## src/hdl/klp_pkg.sv

```systemverilog
package klp_pkg;

  localparam int unsigned MAX_KEYS_DEF = 16;
  localparam int unsigned CHANNELS_DEF = 8;

  localparam int unsigned OP_W     = 3;
  localparam int unsigned KIDX_W   = 4;
  localparam int unsigned CIDX_W   = 3;
  localparam int unsigned KCNT_W   = 5;
  localparam int unsigned TIME_W   = 16;
  localparam int unsigned VALUE_W  = 16;
  localparam int unsigned CHAN_W   = 3;
  localparam int unsigned FRAC_W   = 17;
  localparam int unsigned PROD_W   = VALUE_W + FRAC_W + 2;
  localparam int unsigned DIV_CNT_W = $clog2(FRAC_W);

  localparam int unsigned S_DATA_W = 56;
  localparam int unsigned M_DATA_W = 40;

  localparam logic [FRAC_W-1:0] FRAC_ONE  = FRAC_W'(1) << (FRAC_W - 1);
  localparam logic [PROD_W-1:0] FRAC_HALF = PROD_W'(1) << (FRAC_W - 2);

  typedef enum logic [OP_W-1:0] {
    OP_LOAD_TIME  = 3'd0,
    OP_LOAD_VALUE = 3'd1,
    OP_START      = 3'd2,
    OP_TICK       = 3'd3,
    OP_FINISH     = 3'd4
  } op_e;

  typedef enum logic [3:0] {
    ST_IDLE,
    ST_GOT_HI,
    ST_GOT_LO,
    ST_SCAN,
    ST_DIV_WAIT,
    ST_CH_RD,
    ST_CH_MUL,
    ST_CH_OUT
  } st_e;

  typedef struct packed {
    logic [OP_W-1:0]    op;
    logic [KIDX_W-1:0]  key_index;
    logic [CIDX_W-1:0]  channel_index;
    logic [TIME_W-1:0]  key_time;
    logic [VALUE_W-1:0] channel_value;
    logic [TIME_W-1:0]  delta_time;
  } in_item_t;

  typedef struct packed {
    logic [TIME_W-1:0]  time_now;
    logic [CHAN_W-1:0]  channel;
    logic [VALUE_W-1:0] value;
    logic               playing;
    logic               last;
  } out_item_t;

  typedef struct packed {
    logic              start;
    logic [TIME_W-1:0] num;
    logic [TIME_W-1:0] den;
  } div_req_t;

  typedef struct packed {
    logic              done;
    logic [FRAC_W-1:0] quot;
  } div_rsp_t;

endpackage

```

## src/hdl/klp_store.sv

```systemverilog
module klp_store #(
  parameter int unsigned MAX_KEYS = klp_pkg::MAX_KEYS_DEF,
  parameter int unsigned CHANNELS = klp_pkg::CHANNELS_DEF,
  localparam int unsigned KIW = $clog2(MAX_KEYS),
  localparam int unsigned VAW = $clog2(MAX_KEYS * CHANNELS)
) (
  input  logic                        clk_i,
  input  logic                        kt_we_i,
  input  logic [KIW-1:0]              kt_waddr_i,
  input  logic [klp_pkg::TIME_W-1:0]  kt_wdata_i,
  input  logic [KIW-1:0]              kt_raddr_i,
  output logic [klp_pkg::TIME_W-1:0]  kt_rdata_o,
  input  logic                        kv_we_i,
  input  logic [VAW-1:0]              kv_waddr_i,
  input  logic [klp_pkg::VALUE_W-1:0] kv_wdata_i,
  input  logic [VAW-1:0]              kv_raddr_a_i,
  input  logic [VAW-1:0]              kv_raddr_b_i,
  output logic [klp_pkg::VALUE_W-1:0] kv_rdata_a_o,
  output logic [klp_pkg::VALUE_W-1:0] kv_rdata_b_o
);
  import klp_pkg::*;

  logic [TIME_W-1:0]  kt_mem [MAX_KEYS];
  logic [VALUE_W-1:0] kv_mem [MAX_KEYS * CHANNELS];
  logic [TIME_W-1:0]  kt_rdata_q;
  logic [VALUE_W-1:0] kv_rdata_a_q;
  logic [VALUE_W-1:0] kv_rdata_b_q;

  always_ff @(posedge clk_i) begin
    if (kt_we_i) begin
      kt_mem[kt_waddr_i] <= kt_wdata_i;
    end
    kt_rdata_q <= kt_mem[kt_raddr_i];
  end

  always_ff @(posedge clk_i) begin
    if (kv_we_i) begin
      kv_mem[kv_waddr_i] <= kv_wdata_i;
    end
    kv_rdata_a_q <= kv_mem[kv_raddr_a_i];
    kv_rdata_b_q <= kv_mem[kv_raddr_b_i];
  end

  assign kt_rdata_o   = kt_rdata_q;
  assign kv_rdata_a_o = kv_rdata_a_q;
  assign kv_rdata_b_o = kv_rdata_b_q;

endmodule

```

## src/hdl/klp_div.sv

```systemverilog
module klp_div (
  input  logic              clk_i,
  input  logic              rst_ni,
  input  klp_pkg::div_req_t req_i,
  output klp_pkg::div_rsp_t rsp_o
);
  import klp_pkg::*;

  logic                 busy_q, busy_d;
  logic                 done_q, done_d;
  logic [DIV_CNT_W-1:0] cnt_q, cnt_d;
  logic [TIME_W-1:0]    rem_q, rem_d;
  logic [TIME_W-1:0]    den_q, den_d;
  logic [FRAC_W-1:0]    quot_q, quot_d;
  logic                 lsb_q, lsb_d;
  logic [TIME_W:0]      trial;
  logic [TIME_W:0]      diff;

  // The numerator never exceeds the divisor, so the quotient fits in FRAC_W
  // bits and the remainder can start from the numerator's upper bits.
  assign trial = {rem_q, lsb_q};
  assign diff  = trial - {1'b0, den_q};

  always_comb begin
    busy_d = busy_q;
    done_d = 1'b0;
    cnt_d  = cnt_q;
    rem_d  = rem_q;
    den_d  = den_q;
    quot_d = quot_q;
    lsb_d  = lsb_q;
    if (req_i.start) begin
      busy_d = 1'b1;
      cnt_d  = DIV_CNT_W'(FRAC_W - 1);
      rem_d  = req_i.num >> 1;
      lsb_d  = req_i.num[0];
      den_d  = req_i.den;
    end else if (busy_q) begin
      lsb_d = 1'b0;
      if (trial >= {1'b0, den_q}) begin
        rem_d  = diff[TIME_W-1:0];
        quot_d = {quot_q[FRAC_W-2:0], 1'b1};
      end else begin
        rem_d  = trial[TIME_W-1:0];
        quot_d = {quot_q[FRAC_W-2:0], 1'b0};
      end
      cnt_d = cnt_q - DIV_CNT_W'(1);
      if (cnt_q == '0) begin
        busy_d = 1'b0;
        done_d = 1'b1;
      end
    end
  end

  always_ff @(posedge clk_i or negedge rst_ni) begin
    if (!rst_ni) begin
      busy_q <= 1'b0;
      done_q <= 1'b0;
      cnt_q  <= '0;
    end else begin
      busy_q <= busy_d;
      done_q <= done_d;
      cnt_q  <= cnt_d;
    end
  end

  always_ff @(posedge clk_i) begin
    rem_q  <= rem_d;
    den_q  <= den_d;
    quot_q <= quot_d;
    lsb_q  <= lsb_d;
  end

  assign rsp_o.done = done_q;
  assign rsp_o.quot = quot_q;

endmodule

```

## src/hdl/klp_ctrl.sv

```systemverilog
module klp_ctrl #(
  parameter int unsigned MAX_KEYS = klp_pkg::MAX_KEYS_DEF,
  parameter int unsigned CHANNELS = klp_pkg::CHANNELS_DEF,
  localparam int unsigned KIW = $clog2(MAX_KEYS),
  localparam int unsigned VAW = $clog2(MAX_KEYS * CHANNELS)
) (
  input  logic                        clk_i,
  input  logic                        rst_ni,
  input  logic [klp_pkg::KCNT_W-1:0]  key_count_i,
  input  logic                        s_valid_i,
  output logic                        s_ready_o,
  input  klp_pkg::in_item_t           s_item_i,
  output logic                        m_valid_o,
  input  logic                        m_ready_i,
  output klp_pkg::out_item_t          m_item_o,
  output logic                        kt_we_o,
  output logic [KIW-1:0]              kt_waddr_o,
  output logic [klp_pkg::TIME_W-1:0]  kt_wdata_o,
  output logic [KIW-1:0]              kt_raddr_o,
  input  logic [klp_pkg::TIME_W-1:0]  kt_rdata_i,
  output logic                        kv_we_o,
  output logic [VAW-1:0]              kv_waddr_o,
  output logic [klp_pkg::VALUE_W-1:0] kv_wdata_o,
  output logic [VAW-1:0]              kv_raddr_a_o,
  output logic [VAW-1:0]              kv_raddr_b_o,
  input  logic [klp_pkg::VALUE_W-1:0] kv_rdata_a_i,
  input  logic [klp_pkg::VALUE_W-1:0] kv_rdata_b_i,
  output klp_pkg::div_req_t           div_req_o,
  input  klp_pkg::div_rsp_t           div_rsp_i
);
  import klp_pkg::*;

  localparam int unsigned CW = (CHANNELS > 1) ? $clog2(CHANNELS) : 1;

  function automatic logic [VAW-1:0] row_base(input logic [KIW-1:0] k);
    return VAW'(32'(k) * CHANNELS);
  endfunction

  st_e                 st_q, st_d;
  op_e                 op_in;
  logic                is_finish_q, is_finish_d;
  logic [TIME_W-1:0]   delta_q, delta_d;
  logic [TIME_W-1:0]   elapsed_q, elapsed_d;
  logic                playing_q, playing_d;
  logic [TIME_W-1:0]   hi_q, hi_d;
  logic [TIME_W-1:0]   pt_q, pt_d;
  logic [TIME_W-1:0]   t_q, t_d;
  logic [KIW-1:0]      i_q, i_d;
  logic [CW-1:0]       c_q, c_d;
  logic [FRAC_W-1:0]   frac_q, frac_d;
  logic [VAW-1:0]      base_a_q, base_a_d;
  logic [VAW-1:0]      base_b_q, base_b_d;
  logic signed [PROD_W-1:0] prod_q, prod_d;
  logic                out_valid_q, out_valid_d;
  out_item_t           out_q, out_d;

  logic [KIW-1:0]      nm1;
  logic                accept;
  logic                out_free;
  logic                c_last;
  logic [TIME_W:0]     sum_wide;
  logic [TIME_W-1:0]   sum_sat;
  logic [TIME_W-1:0]   t_clamp;
  logic signed [VALUE_W:0]   diff_s;
  logic signed [PROD_W-1:0]  rnd_s;
  logic signed [PROD_W-1:0]  full_s;

  // Index of the last key in use; the count saturates into the table size.
  always_comb begin
    if (key_count_i == '0) begin
      nm1 = '0;
    end else if (32'(key_count_i) > MAX_KEYS) begin
      nm1 = KIW'(MAX_KEYS - 1);
    end else begin
      nm1 = KIW'(key_count_i - KCNT_W'(1));
    end
  end

  assign op_in    = op_e'(s_item_i.op);
  assign accept   = s_valid_i && (st_q == ST_IDLE);
  assign out_free = !out_valid_q || m_ready_i;
  assign c_last   = (c_q == CW'(CHANNELS - 1));

  assign sum_wide = {1'b0, elapsed_q} + {1'b0, delta_q};
  assign sum_sat  = sum_wide[TIME_W] ? '1 : sum_wide[TIME_W-1:0];

  always_comb begin
    t_clamp = t_q;
    if (t_clamp < kt_rdata_i) begin
      t_clamp = kt_rdata_i;
    end
    if (t_clamp > hi_q) begin
      t_clamp = hi_q;
    end
  end

  // Shared lerp path: one multiply into a register, then round and add.
  assign diff_s = $signed({kv_rdata_b_i[VALUE_W-1], kv_rdata_b_i})
                - $signed({kv_rdata_a_i[VALUE_W-1], kv_rdata_a_i});
  assign rnd_s  = prod_q + $signed(FRAC_HALF);
  assign full_s = $signed({{(PROD_W - VALUE_W){kv_rdata_a_i[VALUE_W-1]}}, kv_rdata_a_i})
                + (rnd_s >>> (FRAC_W - 1));

  // Next state.
  always_comb begin
    st_d = st_q;
    unique case (st_q)
      ST_IDLE: begin
        if (accept && (op_in == OP_TICK || op_in == OP_FINISH)) begin
          st_d = ST_GOT_HI;
        end
      end
      ST_GOT_HI: begin
        if (is_finish_q || !playing_q) begin
          st_d = ST_CH_RD;
        end else begin
          st_d = ST_GOT_LO;
        end
      end
      ST_GOT_LO: begin
        if (nm1 == '0) begin
          st_d = ST_CH_RD;
        end else begin
          st_d = ST_SCAN;
        end
      end
      ST_SCAN: begin
        if (t_q <= kt_rdata_i) begin
          if (kt_rdata_i > pt_q && t_q > pt_q) begin
            st_d = ST_DIV_WAIT;
          end else begin
            st_d = ST_CH_RD;
          end
        end else if (i_q == nm1) begin
          st_d = ST_CH_RD;
        end else begin
          st_d = ST_SCAN;
        end
      end
      ST_DIV_WAIT: begin
        if (div_rsp_i.done) begin
          st_d = ST_CH_RD;
        end
      end
      ST_CH_RD:  st_d = ST_CH_MUL;
      ST_CH_MUL: st_d = ST_CH_OUT;
      ST_CH_OUT: begin
        if (out_free) begin
          st_d = c_last ? ST_IDLE : ST_CH_RD;
        end
      end
      default:   st_d = ST_IDLE;
    endcase
  end

  // Datapath and memory controls.
  always_comb begin
    is_finish_d = is_finish_q;
    delta_d     = delta_q;
    elapsed_d   = elapsed_q;
    playing_d   = playing_q;
    hi_d        = hi_q;
    pt_d        = pt_q;
    t_d         = t_q;
    i_d         = i_q;
    c_d         = c_q;
    frac_d      = frac_q;
    base_a_d    = base_a_q;
    base_b_d    = base_b_q;
    prod_d      = prod_q;
    out_valid_d = out_valid_q && !m_ready_i;
    out_d       = out_q;
    kt_we_o     = 1'b0;
    kv_we_o     = 1'b0;
    kt_raddr_o  = '0;
    div_req_o.start = 1'b0;
    div_req_o.num   = t_q - pt_q;
    div_req_o.den   = kt_rdata_i - pt_q;

    unique case (st_q)
      ST_IDLE: begin
        kt_raddr_o  = nm1;
        is_finish_d = (op_in == OP_FINISH);
        delta_d     = s_item_i.delta_time;
        if (accept) begin
          case (op_in)
            OP_LOAD_TIME:  kt_we_o = (32'(s_item_i.key_index) < MAX_KEYS);
            OP_LOAD_VALUE: kv_we_o = (32'(s_item_i.key_index) < MAX_KEYS)
                                  && (32'(s_item_i.channel_index) < CHANNELS);
            OP_START: begin
              elapsed_d = '0;
              playing_d = 1'b1;
            end
            default: ;
          endcase
        end
      end
      ST_GOT_HI: begin
        hi_d = kt_rdata_i;
        if (is_finish_q || !playing_q) begin
          // Hold on the last key: a lerp with a zero fraction from that row.
          if (is_finish_q) begin
            elapsed_d = kt_rdata_i;
          end
          playing_d = 1'b0;
          t_d       = kt_rdata_i;
          base_a_d  = row_base(nm1);
          base_b_d  = row_base(nm1);
          frac_d    = '0;
          c_d       = '0;
        end else begin
          if (sum_sat >= kt_rdata_i) begin
            playing_d = 1'b0;
            elapsed_d = kt_rdata_i;
            t_d       = kt_rdata_i;
          end else begin
            elapsed_d = sum_sat;
            t_d       = sum_sat;
          end
        end
      end
      ST_GOT_LO: begin
        kt_raddr_o = KIW'(1);
        if (nm1 == '0) begin
          t_d      = hi_q;
          base_a_d = row_base(nm1);
          base_b_d = row_base(nm1);
          frac_d   = '0;
          c_d      = '0;
        end else begin
          t_d  = t_clamp;
          pt_d = kt_rdata_i;
          i_d  = KIW'(1);
        end
      end
      ST_SCAN: begin
        kt_raddr_o = i_q + KIW'(1);
        if (t_q <= kt_rdata_i) begin
          base_a_d = row_base(i_q - KIW'(1));
          base_b_d = row_base(i_q);
          c_d      = '0;
          if (kt_rdata_i > pt_q) begin
            if (t_q > pt_q) begin
              div_req_o.start = 1'b1;
            end else begin
              frac_d = '0;
            end
          end else begin
            frac_d = FRAC_ONE;
          end
        end else if (i_q == nm1) begin
          // No later key at or after the time: emit the last key as it is.
          t_d      = hi_q;
          base_a_d = row_base(nm1);
          base_b_d = row_base(nm1);
          frac_d   = '0;
          c_d      = '0;
        end else begin
          pt_d = kt_rdata_i;
          i_d  = i_q + KIW'(1);
        end
      end
      ST_DIV_WAIT: begin
        if (div_rsp_i.done) begin
          frac_d = div_rsp_i.quot;
        end
      end
      ST_CH_RD: ;
      ST_CH_MUL: begin
        prod_d = diff_s * $signed({1'b0, frac_q});
      end
      ST_CH_OUT: begin
        if (out_free) begin
          out_valid_d      = 1'b1;
          out_d.time_now   = t_q;
          out_d.channel    = CHAN_W'(c_q);
          out_d.value      = full_s[VALUE_W-1:0];
          out_d.playing    = playing_q;
          out_d.last       = c_last;
          c_d              = c_q + CW'(1);
        end
      end
      default: ;
    endcase
  end

  assign kt_waddr_o   = KIW'(s_item_i.key_index);
  assign kt_wdata_o   = s_item_i.key_time;
  assign kv_waddr_o   = VAW'(32'(s_item_i.key_index) * CHANNELS
                           + 32'(s_item_i.channel_index));
  assign kv_wdata_o   = s_item_i.channel_value;
  assign kv_raddr_a_o = base_a_q + VAW'(c_q);
  assign kv_raddr_b_o = base_b_q + VAW'(c_q);

  always_ff @(posedge clk_i or negedge rst_ni) begin
    if (!rst_ni) begin
      st_q        <= ST_IDLE;
      elapsed_q   <= '0;
      playing_q   <= 1'b0;
      out_valid_q <= 1'b0;
      c_q         <= '0;
      i_q         <= '0;
    end else begin
      st_q        <= st_d;
      elapsed_q   <= elapsed_d;
      playing_q   <= playing_d;
      out_valid_q <= out_valid_d;
      c_q         <= c_d;
      i_q         <= i_d;
    end
  end

  always_ff @(posedge clk_i) begin
    is_finish_q <= is_finish_d;
    delta_q     <= delta_d;
    hi_q        <= hi_d;
    pt_q        <= pt_d;
    t_q         <= t_d;
    frac_q      <= frac_d;
    base_a_q    <= base_a_d;
    base_b_q    <= base_b_d;
    prod_q      <= prod_d;
    out_q       <= out_d;
  end

  assign s_ready_o = (st_q == ST_IDLE);
  assign m_valid_o = out_valid_q;
  assign m_item_o  = out_q;

endmodule

```

## src/hdl/keyframe_lerp_player.sv

```systemverilog
// Channel   Dir  Fields (lowest bit first)
// s_axis    in   tuser: op; tdata: key_index, channel_index, key_time,
//                channel_value, delta_time
// m_axis    out  tuser: playing; tlast: last; tdata: time_now, channel, value
// cfg       in   cfg_wdata_i: key_count, written when cfg_we_i is high
//
// Loads and start complete when accepted. Finish, or a tick while stopped,
// reads the last key time, then emits every channel. A tick while playing
// reads the last and first key times, scans keys (the key-time port scans
// one key a cycle), runs the divider (one quotient bit a cycle, only when
// the segment needs a division), then emits every channel; the lerp
// multiplier serves one channel at a time. The input is not ready while a
// tick or finish is in progress; a stalled output holds the sequencer
// before its next channel. Reset clears only control state, not key tables.
module keyframe_lerp_player #(
  parameter int unsigned MAX_KEYS = klp_pkg::MAX_KEYS_DEF,
  parameter int unsigned CHANNELS = klp_pkg::CHANNELS_DEF
) (
  input  logic                         clk_i,
  input  logic                         rst_ni,
  input  logic                         cfg_we_i,
  input  logic [klp_pkg::KCNT_W-1:0]   cfg_wdata_i,
  input  logic                         s_axis_tvalid,
  output logic                         s_axis_tready,
  // key_index, channel_index, key_time, channel_value, delta_time, zero pad
  input  logic [klp_pkg::S_DATA_W-1:0] s_axis_tdata,
  // op
  input  logic [klp_pkg::OP_W-1:0]     s_axis_tuser,
  output logic                         m_axis_tvalid,
  input  logic                         m_axis_tready,
  // time_now, channel, value, zero pad
  output logic [klp_pkg::M_DATA_W-1:0] m_axis_tdata,
  // playing
  output logic                         m_axis_tuser,
  output logic                         m_axis_tlast
);
  import klp_pkg::*;

  localparam int unsigned KIW = $clog2(MAX_KEYS);
  localparam int unsigned VAW = $clog2(MAX_KEYS * CHANNELS);

  logic [KCNT_W-1:0]  key_count_q;
  in_item_t           s_item;
  out_item_t          m_item;
  div_req_t           div_req;
  div_rsp_t           div_rsp;
  logic               kt_we;
  logic [KIW-1:0]     kt_waddr;
  logic [TIME_W-1:0]  kt_wdata;
  logic [KIW-1:0]     kt_raddr;
  logic [TIME_W-1:0]  kt_rdata;
  logic               kv_we;
  logic [VAW-1:0]     kv_waddr;
  logic [VALUE_W-1:0] kv_wdata;
  logic [VAW-1:0]     kv_raddr_a;
  logic [VAW-1:0]     kv_raddr_b;
  logic [VALUE_W-1:0] kv_rdata_a;
  logic [VALUE_W-1:0] kv_rdata_b;

  always_ff @(posedge clk_i or negedge rst_ni) begin
    if (!rst_ni) begin
      key_count_q <= KCNT_W'(1);
    end else if (cfg_we_i) begin
      key_count_q <= cfg_wdata_i;
    end
  end

  assign s_item.op            = s_axis_tuser;
  assign s_item.key_index     = s_axis_tdata[3:0];
  assign s_item.channel_index = s_axis_tdata[6:4];
  assign s_item.key_time      = s_axis_tdata[22:7];
  assign s_item.channel_value = s_axis_tdata[38:23];
  assign s_item.delta_time    = s_axis_tdata[54:39];

  assign m_axis_tdata = {5'b0, m_item.value, m_item.channel, m_item.time_now};
  assign m_axis_tuser = m_item.playing;
  assign m_axis_tlast = m_item.last;

  klp_store #(
    .MAX_KEYS (MAX_KEYS),
    .CHANNELS (CHANNELS)
  ) u_store (
    .clk_i        (clk_i),
    .kt_we_i      (kt_we),
    .kt_waddr_i   (kt_waddr),
    .kt_wdata_i   (kt_wdata),
    .kt_raddr_i   (kt_raddr),
    .kt_rdata_o   (kt_rdata),
    .kv_we_i      (kv_we),
    .kv_waddr_i   (kv_waddr),
    .kv_wdata_i   (kv_wdata),
    .kv_raddr_a_i (kv_raddr_a),
    .kv_raddr_b_i (kv_raddr_b),
    .kv_rdata_a_o (kv_rdata_a),
    .kv_rdata_b_o (kv_rdata_b)
  );

  klp_div u_div (
    .clk_i  (clk_i),
    .rst_ni (rst_ni),
    .req_i  (div_req),
    .rsp_o  (div_rsp)
  );

  klp_ctrl #(
    .MAX_KEYS (MAX_KEYS),
    .CHANNELS (CHANNELS)
  ) u_ctrl (
    .clk_i        (clk_i),
    .rst_ni       (rst_ni),
    .key_count_i  (key_count_q),
    .s_valid_i    (s_axis_tvalid),
    .s_ready_o    (s_axis_tready),
    .s_item_i     (s_item),
    .m_valid_o    (m_axis_tvalid),
    .m_ready_i    (m_axis_tready),
    .m_item_o     (m_item),
    .kt_we_o      (kt_we),
    .kt_waddr_o   (kt_waddr),
    .kt_wdata_o   (kt_wdata),
    .kt_raddr_o   (kt_raddr),
    .kt_rdata_i   (kt_rdata),
    .kv_we_o      (kv_we),
    .kv_waddr_o   (kv_waddr),
    .kv_wdata_o   (kv_wdata),
    .kv_raddr_a_o (kv_raddr_a),
    .kv_raddr_b_o (kv_raddr_b),
    .kv_rdata_a_i (kv_rdata_a),
    .kv_rdata_b_i (kv_rdata_b),
    .div_req_o    (div_req),
    .div_rsp_i    (div_rsp)
  );

endmodule

```

## config.mk

```make
export PLATFORM = sky130hd
export DESIGN_NAME = keyframe_lerp_player
export DESIGN_NICKNAME = d
export VERILOG_FILES = /design/src/hdl/klp_pkg.sv /design/src/hdl/klp_store.sv /design/src/hdl/klp_div.sv /design/src/hdl/klp_ctrl.sv /design/src/hdl/keyframe_lerp_player.sv
export SDC_FILE = /design/constraint.sdc
export NUM_CORES = 2
export LEC_CHECK = 0
export BUFFER_PORTS_ARGS = -buffer_cell sky130_fd_sc_hd__buf_2
export CELL_PAD_IN_SITES_DETAIL_PLACEMENT = 0
export CELL_PAD_IN_SITES_GLOBAL_PLACEMENT = 1
export CORE_AREA = 2 2 443 445
export CTS_CLUSTER_DIAMETER = 40
export DETAILED_ROUTE_END_ITERATION = 10
export DIE_AREA = 0 0 445 447
export HOLD_SLACK_MARGIN = 0.08
export PLACE_DENSITY = 0.83
export SLEW_MARGIN = 20
export SYNTH_ARGS = -nofsm -noshare
export SYNTH_HDL_FRONTEND = slang
export SYNTH_SLANG_ARGS = --single-unit
```

## constraint.sdc

```tcl
create_clock -name clk_i -period 13.01 [get_ports clk_i]
set_input_delay 1.9515 -clock clk_i [delete_from_list [all_inputs] [get_ports clk_i]]
set_output_delay 1.9515 -clock clk_i [all_outputs]
set_load 0.05 [all_outputs]
```

==> results.yml <==
worst_hold_path:
  timing.hold.worst.class: "reg2reg"
  hold_end: "u_div.quot_q[14]"
  hold_start: "u_div.quot_q[13]"
  whs_path_depth: 0
setup_path:
  slowest_stage: "o41ai_4"
  path_max_fanout: 17
  crit_path_end_kind: "register"
  arrival_ns: 9.69
  cp.required_ns: 13.66
  rrSetupSlack_ns: 3.97
  cp_common_cell: "fa_1"
  slowest_delay_ns: 0.57
  criticalPathCategory: "reg2reg"
  setup.worst_path.start_class: "register"
  r2r_start: "u_store.kv_rdata_a_o[2]"
  r2r_cells: 30
  rr_endpoint: "u_ctrl.prod_q[31]"
timing:
  slew_headroom: 0.257
  maxSlewViolCount: 0
  timing.final.crit_period_ns: 9.04
  grt_setup_unrepaired: "no"
  setup_viol: 0
  skew_ns: 0.0875
  finalCritPeriodShare: 0.695
  worstMarginPinSlew_ns: 1.11
  hold_violations: 0
  tns_ns: 0
  max_freq_mhz: 111
  finalWorstSetupSlack_ns: 3.97
floorplanning:
  fp.coreArea_um2: 194000
  ioPinCount: 113
  placementRows: 162
  die_w_um: 445
  design.die.area_um2: 199000
  die-height_um: 447
  initial_utilization: 0.597
placed_design:
  dp_slack_ns: 3.95
  dp.final_hpwl_um: 175000
  place.port_buffers: 106
  gp_congestion: 0.874
cts:
  root_buffer: "clkbuf_16"
  cts-htree-levels: 5
  cts_hold_buffers: 0
  worst_skew_pair.late_latency_ns: 0.98
  cts_inserted_buffers: 343
  post-cts-setup-buffer-count: 0
  cts_tree: "yes"
  clock-sinks: 2586
  path_clk_slew_ns: 0.06
  cts_resized: 0
  clk_path_buf_depth: 4
synthesis:
  synth_top_area_cell: "edfxtp_1"
  syn_avg_cell_area_um2: 18.4
  synth_common_cells: "2497 x edfxtp_1, 736 x mux4_2, 419 x inv_1"
  ys_warn_count: 0
  async_flop_share: 0.0155
  post-synth-top-area-fraction: 0.647
  synth_area_um2: 116000
  synth_cells: 6289
  synth_edf_count: 2497
  synthFlopType: "edfxtp_1"
  synth_top_cells_by_area: "edfxtp_1 65%, mux4_2 14%, fa_1 4.0%, ha_1 2.8%, mux2_2 2.4%"
  yosysMostFrequentCell: "edfxtp_1"
  yosysSeqAreaShare: 0.664
  synth-seq-cells: 2586
  ys_types: 81
finish:
  synthToLayoutAreaGrowth_pct: 13.7
  fin_util: 0.678
  drive_gt1_frac: 0.278
  fin_nets: 7226
route:
  drc: 0
  vias: 61630
  finalWirelength_um: 293000
  first_pass_iters: 5
  routedWlPerCell_um: 30.9
  viasPerCell: 6.50
  antenna_left: 0
  drt_first_iter_violations: 8057
grt:
  track_usage: 0.298
  grt_first_pass_wirelength_um: 427000
  grt_pass1_vias: 61914
  antenna_found_initial: 26
  grt_max_degree: 118
  grt.overflow.total: 0
power_and_ir_drop:
  power_density_nw_per_um2: 142
  p_leak_nw: 45.3
  ir_drop_mv: 0.193
run_status:
  status: "completed"
job:
  drv_cap: 0
[worst max path at each step]
stage | from | to | slack (ns) | depth (start not counted)
finish | u_store.kv_rdata_a_o[2] | u_ctrl.prod_q[31] | 3.97 | 30
global route | u_store.kv_rdata_a_o[2] | u_ctrl.prod_q[31] | 3.43 | 30
CTS | u_store.kv_rdata_a_o[2] | u_ctrl.prod_q[31] | 3.89 | 30
detailed placement | u_store.kv_rdata_a_o[2] | u_ctrl.prod_q[31] | 3.95 | 30
global placement | u_store.kv_rdata_a_o[2] | u_ctrl.prod_q[31] | 4.00 | 30
floorplan | u_store.kv_rdata_a_o[2] | u_ctrl.prod_q[31] | 5.13 | 30
[cell usage in the layout (no fill, tap or decap), types with 26 or more instances in the layout]
master and instances:
mux4_2 736, mux2i_1 51, and3_1 29, a211oi_1 26, clkinv_2 28, dfrtp_1 36, clkinv_4 32, ha_1 257
mux2_2 247, nor2_1 213, dfxtp_1 49, inv_1 419, clkinvlp_4 28, and2_1 111, a21oi_1 78, nand2_1 287
nor2b_1 62, inv_6 52, o21ai_0 91, buf_2 90, a31oi_1 27, clkinv_1 29, xnor2_1 83, clkbuf_1 29
bufinv_16 38, nor3_1 32, clkbuf_16 347, a21o_1 48, fa_1 229, edfxtp_1 2497, buf_4 231, nand3_1 39
xor2_1 32, mux2_1 27
[power by group]
group	switching (mW)	internal, mW
Sequential	0.00136	9.12
Clock	3.67	5.71
Combinational	0.159	0.0199
Total	3.83	14.9
[metal layers]
| layer | track usage | wire length (µm) | up-vias |
|---|---|---|---|
| met3 | 0.0666 | 29600 | 573 |
| li1 | - | - | 25495 |
| met2 | 0.464 | 140000 | 3521 |
| met4 | 0.104 | 10200 | 12 |
| met5 | 0 | 84 | - |
| met1 | 0.423 | 113000 | 32029 |
[layout make-up]
type	instances	area, µm²
repair buffers	325	2260
inverters	419	1570
clock inverters	227	2580
fillers	12090	62500
clock buffers	377	8810
multi-input cells	2996	36300
well taps	2542	3180
flip-flops and latches	2586	77000
diodes	6	15.0
[stage by stage]
stage / area, µm² / power, mW / hold slack [ns] / instances
6_report: 132000 / 18.7 / 0.441 / 9478
5_1_grt: 132000 / 19.1 / 0.452 / 9474
4_1_cts: 132000 / 18.8 / 0.441 / 9472
3_5_place_dp: 120000 / 9.47 / 0.428 / 8868
3_3_place_gp: 120000 / 9.46 / 0.426 / 8868
2_1_floorplan: 116000 / 9.32 / 0.418 / 6293
[worst max-delay path: cells and delay by family (launching register included)]
kind	cells	cell delay, ns
xor+xnor	2	0.42
fa+ha+maj	8	3.59
simple gates	5	0.91
buf+inv	5	0.46
flops	1	0.35
compound gates	10	3.04
[sequential cells by signal, indices dropped and copies added, names as in the netlist, 17 cells and up]
register and count:
u_ctrl.prod_q 17, u_store.kv_mem 2048, u_div.quot_q 17, u_store.kt_mem 256, u_ctrl.frac_q 17, u_ctrl.m_item_o 37
[kinds of logic after synthesis]
group | count (synthesis) | synth area share
other cells | 1 | 0.0000324
compound gates | 400 | 0.0227
flops | 2586 | 0.664
mux | 1061 | 0.174
buf+inv | 711 | 0.0241
xor+xnor | 117 | 0.00896
fa+ha+maj | 488 | 0.0675
simple gates | 925 | 0.0385
No activity file was read; power rests on OpenSTA's default activity.
